==> config.mk <==
export PLATFORM = sky130hd
export DESIGN_NAME = fluid_cell_energy_feasibility_check_core
export DESIGN_NICKNAME = d
export VERILOG_FILES = /design/src/fcefc_datapath.sv /design/src/fcefc_pkg.sv /design/src/fcefc_ctrl.sv /design/src/fcefc_dp.sv /design/src/fluid_cell_energy_feasibility_check_core.sv
export SDC_FILE = /design/constraint.sdc
export NUM_CORES = 2
export LEC_CHECK = 0
export ABC_AREA = 0
export BUFFER_PORTS_ARGS = -buffer_cell sky130_fd_sc_hd__buf_2
export CORE_UTILIZATION = 55
export DETAILED_ROUTE_END_ITERATION = 12
export GPL_TIMING_DRIVEN = 0
export PLACE_DENSITY = 0.72
export SETUP_SLACK_MARGIN = 0.2
export SKIP_CTS_REPAIR_TIMING = 1
export SYNTH_ARGS = -nofsm -noshare
export SYNTH_HDL_FRONTEND = slang
export SYNTH_SLANG_ARGS = --single-unit
==> constraint.sdc <==
create_clock -name clk -period 37.8 [get_ports clk]
set_input_delay 7.56 -clock clk [delete_from_list [all_inputs] [get_ports clk]]
set_output_delay 7.56 -clock clk [all_outputs]
set_load 0.05 [all_outputs]
==> src/fcefc_datapath.sv <==
// Holds no module; the datapath of the feasibility check is fcefc_dp.
// No dependencies.

==> src/fcefc_pkg.sv <==
// Shared constants and types for the fluid cell energy feasibility check.
// No dependencies.
package fcefc_pkg;

	localparam int VAL_W = 48;
	localparam int HALF_W = 24;
	localparam int IDX_W = 20;
	localparam int SUM_W = 98;
	localparam int DIV_W = 49;
	localparam int QCNT_W = 6;
	localparam int Q_STEPS = 48;

	localparam logic signed [VAL_W-1:0] VAL_MAX = {1'b0, {(VAL_W-1){1'b1}}};
	localparam logic signed [VAL_W-1:0] VAL_MIN = {1'b1, {(VAL_W-1){1'b0}}};

	localparam logic [1:0] FAIL_NONE = 2'd0;
	localparam logic [1:0] FAIL_DENS = 2'd1;
	localparam logic [1:0] FAIL_ELEC = 2'd2;
	localparam logic [1:0] FAIL_ION  = 2'd3;

	localparam logic CFG_ELEC = 1'b0;
	localparam logic CFG_ION  = 1'b1;

	typedef struct packed {
		logic load;
		logic sq_step;
		logic div_init;
		logic div_step;
		logic finish;
		logic clear;
	} cmd_t;

	typedef struct packed {
		logic skip;
		logic dens_bad;
		logic sq_last;
		logic sat;
		logic div_done;
	} stat_t;

endpackage

==> src/fcefc_ctrl.sv <==
// Controller state machine: sequences load, squares, division and update.
// Depends on fcefc_pkg.
module fcefc_ctrl (
	input  logic clk,
	input  logic arst_n,
	input  logic in_valid,
	output logic in_stall,
	output logic out_valid,
	input  logic out_stall,
	input  logic last_cell_q,
	input  fcefc_pkg::stat_t stat,
	output fcefc_pkg::cmd_t cmd
);
	localparam logic [2:0] S_IDLE = 3'd0;
	localparam logic [2:0] S_SQ   = 3'd1;
	localparam logic [2:0] S_DINI = 3'd2;
	localparam logic [2:0] S_DIV  = 3'd3;
	localparam logic [2:0] S_UPD  = 3'd4;
	localparam logic [2:0] S_OUT  = 3'd5;

	logic [2:0] state_q;
	logic acc;

	assign in_stall = (state_q != S_IDLE);
	assign out_valid = (state_q == S_OUT);
	assign acc = in_valid && !in_stall;

	always_comb begin
		cmd = '0;
		cmd.load = acc;
		cmd.sq_step = (state_q == S_SQ);
		cmd.div_init = (state_q == S_DINI);
		cmd.div_step = (state_q == S_DIV);
		cmd.finish = (state_q == S_UPD);
		cmd.clear = (state_q == S_OUT) && !out_stall;
	end

	always_ff @(posedge clk or negedge arst_n) begin
		if (!arst_n) begin
			state_q <= S_IDLE;
		end else begin
			unique case (state_q)
				S_IDLE: if (acc) state_q <= S_SQ;
				S_SQ: begin
					if (stat.skip || stat.dens_bad) state_q <= S_UPD;
					else if (stat.sq_last) state_q <= S_DINI;
				end
				S_DINI: state_q <= stat.sat ? S_UPD : S_DIV;
				S_DIV: if (stat.div_done) state_q <= S_UPD;
				S_UPD: state_q <= last_cell_q ? S_OUT : S_IDLE;
				S_OUT: if (!out_stall) state_q <= S_IDLE;
				default: state_q <= S_IDLE;
			endcase
		end
	end
endmodule

==> src/fcefc_dp.sv <==
// Datapath: captured cell, square accumulator, shift-subtract divider,
// running minima and failure record. Depends on fcefc_pkg.
module fcefc_dp (
	input  logic clk,
	input  logic arst_n,
	input  fcefc_pkg::cmd_t cmd,
	output fcefc_pkg::stat_t stat,
	output logic last_cell_q,
	input  logic cfg_we,
	input  logic cfg_idx,
	input  logic [47:0] cfg_data,
	input  logic signed [47:0] density,
	input  logic signed [47:0] momentum_radial,
	input  logic signed [47:0] momentum_polar,
	input  logic signed [47:0] momentum_azimuth,
	input  logic signed [47:0] total_energy,
	input  logic signed [47:0] elec_energy,
	input  logic last_cell,
	output logic feasible,
	output logic [1:0] failure_code,
	output logic [19:0] failure_index,
	output logic signed [47:0] lowest_electron,
	output logic signed [47:0] lowest_ion
);
	localparam int W = fcefc_pkg::VAL_W;
	localparam int HW = fcefc_pkg::HALF_W;
	localparam int SW = fcefc_pkg::SUM_W;
	localparam int DW = fcefc_pkg::DIV_W;

	logic signed [W-1:0] elec_floor_q, ion_floor_q;
	logic signed [W-1:0] rho_q, tot_q, elec_q;
	logic [W-1:0] m_q [3];
	logic [1:0] m_idx_q, part_q;
	logic [SW-1:0] sum_q;
	logic [DW:0] rem_q;
	logic [W-1:0] quot_q;
	logic [fcefc_pkg::QCNT_W-1:0] qcnt_q;
	logic sat_q, last_q;
	logic signed [W-1:0] min_e_q, min_i_q;
	logic failed_q;
	logic [1:0] code_q;
	logic [fcefc_pkg::IDX_W-1:0] cnt_q, fidx_q;

	logic [W-1:0] sel_m, mag;
	logic [HW-1:0] mul_a, mul_b;
	logic [W-1:0] pp;
	logic [SW-1:0] term;
	logic [DW-1:0] dvs;
	logic [DW+1:0] shifted;
	logic [DW+1:0] diff;
	logic [W-1:0] kin;
	logic signed [W+1:0] ion_full;
	logic signed [W-1:0] ion_sat;
	logic [SW-W-1:0] hi_part;

	// square of each magnitude as three 24x24 partial products
	assign sel_m = m_q[m_idx_q];
	assign mag = sel_m[W-1] ? (~sel_m + 1'b1) : sel_m;
	assign mul_a = (part_q == 2'd2) ? mag[W-1:HW] : mag[HW-1:0];
	assign mul_b = (part_q == 2'd0) ? mag[HW-1:0] : mag[W-1:HW];
	assign pp = mul_a * mul_b;
	assign term = (part_q == 2'd0) ? SW'(pp) :
		(part_q == 2'd1) ? (SW'(pp) << (HW + 1)) : (SW'(pp) << W);
	assign dvs = {rho_q, 1'b0};
	assign hi_part = sum_q[SW-1:W];
	assign shifted = {rem_q, sum_q[qcnt_q - 1'b1]};
	assign diff = shifted - {2'b00, dvs};
	assign kin = (sat_q || quot_q[W-1]) ? fcefc_pkg::VAL_MAX : quot_q;
	assign ion_full = {{2{tot_q[W-1]}}, tot_q} - {2'b00, kin} - {{2{elec_q[W-1]}}, elec_q};
	assign ion_sat = (ion_full > 50'sh0_7FFF_FFFF_FFFF) ? fcefc_pkg::VAL_MAX :
		(ion_full < -50'sh0_8000_0000_0000) ? fcefc_pkg::VAL_MIN : ion_full[W-1:0];

	assign stat.skip = failed_q;
	assign stat.dens_bad = rho_q[W-1] || (rho_q == '0);
	assign stat.sq_last = (m_idx_q == 2'd2) && (part_q == 2'd2);
	assign stat.div_done = (qcnt_q == fcefc_pkg::QCNT_W'(1));
	assign stat.sat = (hi_part >= {1'b0, dvs});
	assign last_cell_q = last_q;

	assign feasible = !failed_q;
	assign failure_code = code_q;
	assign failure_index = fidx_q;
	assign lowest_electron = min_e_q;
	assign lowest_ion = min_i_q;

	always_ff @(posedge clk or negedge arst_n) begin
		if (!arst_n) begin
			elec_floor_q <= '0;
			ion_floor_q <= '0;
		end else if (cfg_we) begin
			if (cfg_idx == fcefc_pkg::CFG_ELEC) elec_floor_q <= cfg_data;
			else ion_floor_q <= cfg_data;
		end
	end

	always_ff @(posedge clk) begin
		if (cmd.load) begin
			rho_q <= density;
			tot_q <= total_energy;
			elec_q <= elec_energy;
			m_q[0] <= momentum_radial;
			m_q[1] <= momentum_polar;
			m_q[2] <= momentum_azimuth;
			last_q <= last_cell;
			m_idx_q <= '0;
			part_q <= '0;
			sum_q <= '0;
		end else if (cmd.sq_step) begin
			sum_q <= sum_q + term;
			if (part_q == 2'd2) begin
				part_q <= '0;
				m_idx_q <= m_idx_q + 2'd1;
			end else begin
				part_q <= part_q + 2'd1;
			end
		end
		if (cmd.div_init) begin
			rem_q <= {1'b0, hi_part[DW-1:0]};
			quot_q <= '0;
			qcnt_q <= fcefc_pkg::QCNT_W'(fcefc_pkg::Q_STEPS);
			sat_q <= stat.sat;
		end else if (cmd.div_step) begin
			if (!diff[DW+1]) begin
				rem_q <= diff[DW:0];
				quot_q <= {quot_q[W-2:0], 1'b1};
			end else begin
				rem_q <= shifted[DW:0];
				quot_q <= {quot_q[W-2:0], 1'b0};
			end
			qcnt_q <= qcnt_q - 1'b1;
		end
	end

	always_ff @(posedge clk or negedge arst_n) begin
		if (!arst_n) begin
			cnt_q <= '0;
			min_e_q <= fcefc_pkg::VAL_MAX;
			min_i_q <= fcefc_pkg::VAL_MAX;
			failed_q <= 1'b0;
			code_q <= fcefc_pkg::FAIL_NONE;
			fidx_q <= '0;
		end else if (cmd.clear) begin
			cnt_q <= '0;
			min_e_q <= fcefc_pkg::VAL_MAX;
			min_i_q <= fcefc_pkg::VAL_MAX;
			failed_q <= 1'b0;
			code_q <= fcefc_pkg::FAIL_NONE;
			fidx_q <= '0;
		end else if (cmd.finish && !failed_q) begin
			cnt_q <= cnt_q + 1'b1;
			if (stat.dens_bad) begin
				failed_q <= 1'b1;
				code_q <= fcefc_pkg::FAIL_DENS;
				fidx_q <= cnt_q;
				min_e_q <= '0;
				min_i_q <= '0;
			end else begin
				if (elec_q < min_e_q) min_e_q <= elec_q;
				if (ion_sat < min_i_q) min_i_q <= ion_sat;
				if (elec_q < elec_floor_q) begin
					failed_q <= 1'b1;
					code_q <= fcefc_pkg::FAIL_ELEC;
					fidx_q <= cnt_q;
				end else if (ion_sat < ion_floor_q) begin
					failed_q <= 1'b1;
					code_q <= fcefc_pkg::FAIL_ION;
					fidx_q <= cnt_q;
				end
			end
		end
	end
endmodule

==> src/fluid_cell_energy_feasibility_check_core.sv <==
// Top level of the fluid cell energy feasibility check.
// Depends on fcefc_pkg, fcefc_ctrl and fcefc_dp.
//
// Cells enter on the input channel (in_valid/in_stall), one item per
// handshake; last_cell closes a pass. The summary of a pass leaves on the
// output channel (out_valid/out_stall) one item per pass.
// After a cell is taken in_stall stays high. In a failed pass or with a
// density that is not positive the cell goes from the first square step
// to the update; a cell whose kinetic term saturates at once takes 9
// partial-product steps on one 24x24 multiplier and a divider set-up, any
// other cell also 48 divider steps. The next cell can be taken in the cycle
// after the update, not before. For a closing cell the summary shows from
// the cycle after its update, and no cell is taken until it is accepted;
// while the receiver stalls the summary holds. Reset clears the floors to
// zero and starts a fresh pass. The user must write floors through
// cfg_we/cfg_index/cfg_data only while the block idles; it is not enforced.
module fluid_cell_energy_feasibility_check_core (
	input  logic clk,
	input  logic arst_n,
	input  logic cfg_we,
	input  logic [0:0] cfg_index,
	input  logic [47:0] cfg_data,
	input  logic in_valid,
	output logic in_stall,
	input  logic signed [47:0] density,
	input  logic signed [47:0] momentum_radial,
	input  logic signed [47:0] momentum_polar,
	input  logic signed [47:0] momentum_azimuth,
	input  logic signed [47:0] total_energy,
	input  logic signed [47:0] elec_energy,
	input  logic last_cell,
	output logic out_valid,
	input  logic out_stall,
	output logic feasible,
	output logic [1:0] failure_code,
	output logic [19:0] failure_index,
	output logic signed [47:0] lowest_electron,
	output logic signed [47:0] lowest_ion
);
	fcefc_pkg::cmd_t cmd;
	fcefc_pkg::stat_t stat;
	logic last_q;

	fcefc_ctrl u_ctrl (
		.clk, .arst_n, .in_valid, .in_stall, .out_valid, .out_stall,
		.last_cell_q(last_q), .stat, .cmd
	);

	fcefc_dp u_dp (
		.clk, .arst_n, .cmd, .stat, .last_cell_q(last_q),
		.cfg_we, .cfg_idx(cfg_index[0]), .cfg_data,
		.density, .momentum_radial, .momentum_polar, .momentum_azimuth,
		.total_energy, .elec_energy, .last_cell,
		.feasible, .failure_code, .failure_index, .lowest_electron, .lowest_ion
	);
endmodule

### Word level (Yosys, flattened, before mapping)

Memories as Yosys holds them, arrays and structs flattened. A register that Yosys moved wholly into a read port is not among the register bits.
Index checks and enable logic that the tools add are counted.

* word-level logic and storage cells: 133
* register bits: 590
* latch bits: 0
* RAM bits: 144
* output and inout port bits: 121
* ROM bits: 0
* bits of input ports: 343
* memories kept: 1

Memory list
* u_dp.m_q: words 3, bits a word 48, read ports 1, clocked after memory_dff 1, write ports 3, RTL line fcefc_dp.sv:32 `logic [W-1:0] m_q [3];`

* bitwise operators: 2
* multipliers: 1
* div/mod/pow operators: 0
* shifts and indexed selects: 0
* magnitude comparators: 8
* mux-type cells: 52
* $add $sub $neg: 9
* equal/unequal tests: 13
* reductions and logical operators: 26

Operators by type and width (count)
* $mux W48: 12
* $lt A48 B48 Y1: 4
* $mux W20: 7
* $add A98 B98 Y98: 1
* $mux W49: 2
* $mux W98: 1
* $mux W96: 1
* $sub A51 B49 Y51: 1
* $ge A50 B49 Y1: 1
* $gt A50 B48 Y1 const B: 1
* $lt A50 B48 Y1 const B: 1
* $mux W50: 1
* $sub A48 B49 Y50: 1
* $sub A50 B50 Y50: 1
* $add A48 B1 Y48 const B: 1
* $logic_not A48 Y1: 1
* $mul A24 B24 Y48: 1
* $mux W24: 2
* $not A48 Y48: 1
* $mux W3: 7
* $add A20 B1 Y20 const B: 1
* $pmux W3 S6: 1
* $mux W2: 8
* $reduce_and A2 Y1: 6
* 24 further kinds: 47

### Depth between registers and ports, before layout

* word-level depth: 13
* gate-level depth with buffers: 57
* gate-level depth less buffers: 52

### Modules after synthesis

Synthesis repeated with hierarchy kept, for this count alone.

* cell total of the unflattened synthesis: 7483
* area total of the unflattened synthesis: 69088.8 µm²

Modules (own cells, without submodules)
* fcefc_dp: area an instance 68750.9 µm², times used 1, seq. area each 19361.1 µm², cells an instance 7445
* fcefc_ctrl: area an instance 337.8 µm², times used 1, seq. area each 75.1 µm², cells an instance 38

### Worst setup path after synthesis

OpenSTA, ideal clock, no wires.

* kind: in2reg
* from: input port in_valid
* to: register u_dp.elec_q[0], enable pin
* stages on the path: 3
* library setup time: 766 ps
* buffers on the path: 1
* required time: 37034 ps
* setup slack: 21218 ps
* arrival: 15816 ps
* cell sequence: nand2_1 -> nor2_1 -> clkbuf_1

* word-level cells in the longest chain between the ends: 1

Ends and longest elaborated chain
* start: declaration: RTL line fluid_cell_energy_feasibility_check_core.sv:23 `input logic in_valid,`
* $logic_and A1 B1 Y1: RTL line fcefc_ctrl.sv:26 `assign acc = in_valid && !in_stall;`
* via u_ctrl.acc: RTL line fcefc_ctrl.sv:22 `logic acc;`
* end signal: assignment: RTL line fcefc_dp.sv:100 `elec_q <= elec_energy;`
* end: declaration: RTL line fcefc_dp.sv:31 `logic signed [W-1:0] rho_q, tot_q, elec_q;`

The timed path passes the listed nets, and every way through them passes these cells.
A chain may end at the register's enable or synchronous reset.

==> reports/metrics.yaml <==
route:
  dr.pass1.iters: 8
  vias: 58599
  drcViolationCount: 0
  ant_nets: 0
  initialDrtViolationCount: 6002
  wirelength_um: 233000
  vias_per_cell: 6.00
  routedWlPerCell_um: 23.9
clock_network:
  insertion_delay_ps: 710
  cts_buffer_depth: 3
  cts_root_buf: "clkbuf_16"
  cts_buffers: 86
  path_clk_slew_ps: 60
  h-tree-depth: 3
  cts_tree: "yes"
  cts_sinks: 736
critical_path:
  path_class: "flop to flop"
  critical-path-max-stage-delay_ps: 820
  cp.buffers_inverters: 7
  crit_top_cell: "fa_1"
  start_kind: "flop"
  crit_required_ps: 38420
  crit_family: "compound AO/OA/AOI/OAI gates"
  cpMaxStageDelayCell: "nor4_1"
  cp_max_fo: 10
  end_kind: "flop"
  r2r-end: "u_dp.sum_q[93]$_SDFFE_PP0N_"
  crit_arrival_ps: 18420
  r2r_cells: 48
  reg2reg_slack_ps: 20000
synthesis:
  synth.distinct_cells: 97
  seq_area_frac_synth_pct: 28.8
  ys_warn_count: 0
  synthCells: 7504
  ys.flop_type: "edfxtp_1"
  ys_seq_elements: 736
  synth-edff-count: 339
  avgSynthCellArea_um2: 9.01
  syn_area_mm2: 0.0676
  syn_nets: 8989
  async_flop_share_pct: 32.3
timing:
  fin_tns_setup_ps: 0
  fin_crit_sh_pct: 47.1
  relSlewSlack_pct: -0.169
  grt_setup_unrepaired: "false"
  tightest_slew_ps: 1490
  drv_slew: 1
  timing.fmax_mhz: 56.2
  setup_viol: 0
  skew_ps: 30.2
  finalHoldViolations: 0
  period_needed_ps: 17800
global_routing:
  grt_pass1_wl_um: 349000
  grt_usage_pct: 37.2
  globalRoute.totalOverflow: 0
  grt_start_max_net_pins: 112
  grt_antenna_before_repair: 6
  first_global_vias: 57311
floorplanning:
  boundaryPins: 464
  die_y_um: 353
  dieWidth_um: 353
  start_util_pct: 55.5
  core_mm2: 0.122
  dieArea_mm2: 0.124
  placementRows: 128
run_status:
  violations: "max-capacitance violations, max-slew violations"
  status: "finished with violations"
final_layout:
  nFillCells: 10640
  area_delta_synth_final_pct: 11.3
  final_area_mm2: 0.0752
  layout-drive-gt1-share_pct: 11.3
  final_nets: 9553
placed_design:
  post-dp-hpwl_um: 190000
  numPortBuffers: 463
  post_dp_cell_area_mm2: 0.0722
  place.gp.congestion: 1.02
run:
  drv_cap: 2
pwr:
  leakage_nw: 36.7
  peakVddDrop_v: 0.0000480
  power_density_mw_per_mm2: 24.2
min_path:
  worstHoldEndpoint: "u_dp.sum_q[45]$_SDFFE_PP0N_"
  whs_path_depth: 2
  min_from: "u_dp.sum_q[45]$_SDFFE_PP0N_"
  min_path_type: "flop to flop"
==> state kept, by name, summed over array words and instances (netlist names), 3 cells and up, named ones only <==
name                  cells
u_dp.elec_floor_q        48
u_dp.lowest_ion          48
u_dp.rem_q               50
u_dp.lowest_electron     48
u_ctrl.state_q            3
u_dp.m_q                144
u_dp.failure_index       20
u_dp.sum_q               98
u_dp.qcnt_q               6
u_dp.cnt_q               20
u_dp.tot_q               48
u_dp.elec_q              48
u_dp.quot_q              48
u_dp.rho_q               48
u_dp.ion_floor_q         48
==> power breakdown <==
group	internal [mW]	leakage (nW)	switching, mW	total [mW]
Sequential	0.849	7.11	0.00577	0.855
Clock	0.510	1.46	0.374	0.883
Combinational	0.0388	28.1	0.0456	0.0844
Total	1.40	36.7	0.425	1.82
==> tightest hold or removal path, cell delays in order (launching register included) <==
cell	delay, ps
dfxtp_1	320
nand2_1	60
a21oi_1	50
==> through the flow <==
step	setup WS [ps]	hold WS (ps)	std cells	util [%]	total power, mW
finish	20000	478	9766	61.7	1.82
global placement	17100	457	9592	59.0	0.949
CTS	20650	474	9765	61.7	1.83
detailed placement	20720	467	9605	59.3	0.954
global route	19610	497	9766	61.7	1.87
floorplan	21220	442	7504	-	0.912
==> cell families (layout without fill, tap and decap cells) <==
group / Yosys count / in the layout / synth area share (%)
buffers and inverters: 1350 / 1986 / 7.68
AOI/OAI and AO/OA: 1654 / 1654 / 15.3
xor gates and xnor gates: 282 / 282 / 3.65
and+or+nand+nor: 2135 / 2135 / 14.1
other: 0 / 1 / 0
adders and majority gates: 1142 / 1142 / 27.0
muxes: 205 / 205 / 3.50
DFF: 736 / 736 / 28.8
==> routing by layer <==
layer | up-vias | global-route usage (%) | share of wire (%)
met3 | 561 | 8.19 | 9.5
met5 | - | 0 | 0.024
met4 | 10 | 13.9 | 4.4
li1 | 26568 | - | -
met2 | 2866 | 58.7 | 45
met1 | 28594 | 50.0 | 41
==> layout by cell type (no fill, tap or decap), types with 127 or more instances in the layout <==
cell,instances
a21o_1,200
a21oi_1,509
buf_2,501
clkbuf_1,280
dfrtp_1,144
dfxtp_1,159
edfxtp_1,339
fa_1,531
ha_1,611
inv_1,1011
nand2_1,881
nor2_1,618
o21ai_0,371
xnor2_1,154
xor2_1,127
==> Yosys cell counts, types with 114 or more instances <==
library cell	count	area (um^2)
dfrtp_1	144	3600
clkbuf_1	270	1010
xor2_1	128	1120
ha_1	611	7640
mux2i_1	114	1140
o21ai_0	371	1860
a21o_1	200	1500
xnor2_1	154	1350
dfxtp_1	159	3180
nor2_1	619	2320
inv_1	1012	3800
fa_1	531	10600
edfxtp_1	339	10200
nand2_1	881	3310
a21oi_1	511	2560
==> how the worst max path moves through the flow <==
| stage | end | slack [ps] | cells past startpoint |
|---|---|---|---|
| after floorplan | u_dp.elec_q[0]$_DFFE_PP_ | 21220 | 3 |
| after global placement | u_dp.m_q[0][46]$_DFFE_PP_ | 17100 | 4 |
| after detailed placement | u_dp.sum_q[93]$_SDFFE_PP0N_ | 20720 | 48 |
| after CTS | u_dp.sum_q[93]$_SDFFE_PP0N_ | 20650 | 48 |
| after global routing | u_dp.sum_q[93]$_SDFFE_PP0N_ | 19610 | 48 |
| final | u_dp.sum_q[93]$_SDFFE_PP0N_ | 20000 | 48 |
==> layout make-up <==
cell class                      instances  area, um^2  area share [%]
Antenna cell                            1        2.50         0.00333
Clock inverter                         45         477           0.634
Multi-Input combinational cell       5418       43000            57.2
Timing Repair Buffer                  476        2570            3.42
Clock buffer                          115        2500            3.32
Inverter                             1014        3810            5.06
Tap cell                             1625        2030            2.70
Buffer                                336        1390            1.84
Sequential cell                       736       19400            25.8
No activity file was read; power rests on OpenSTA's default activity.
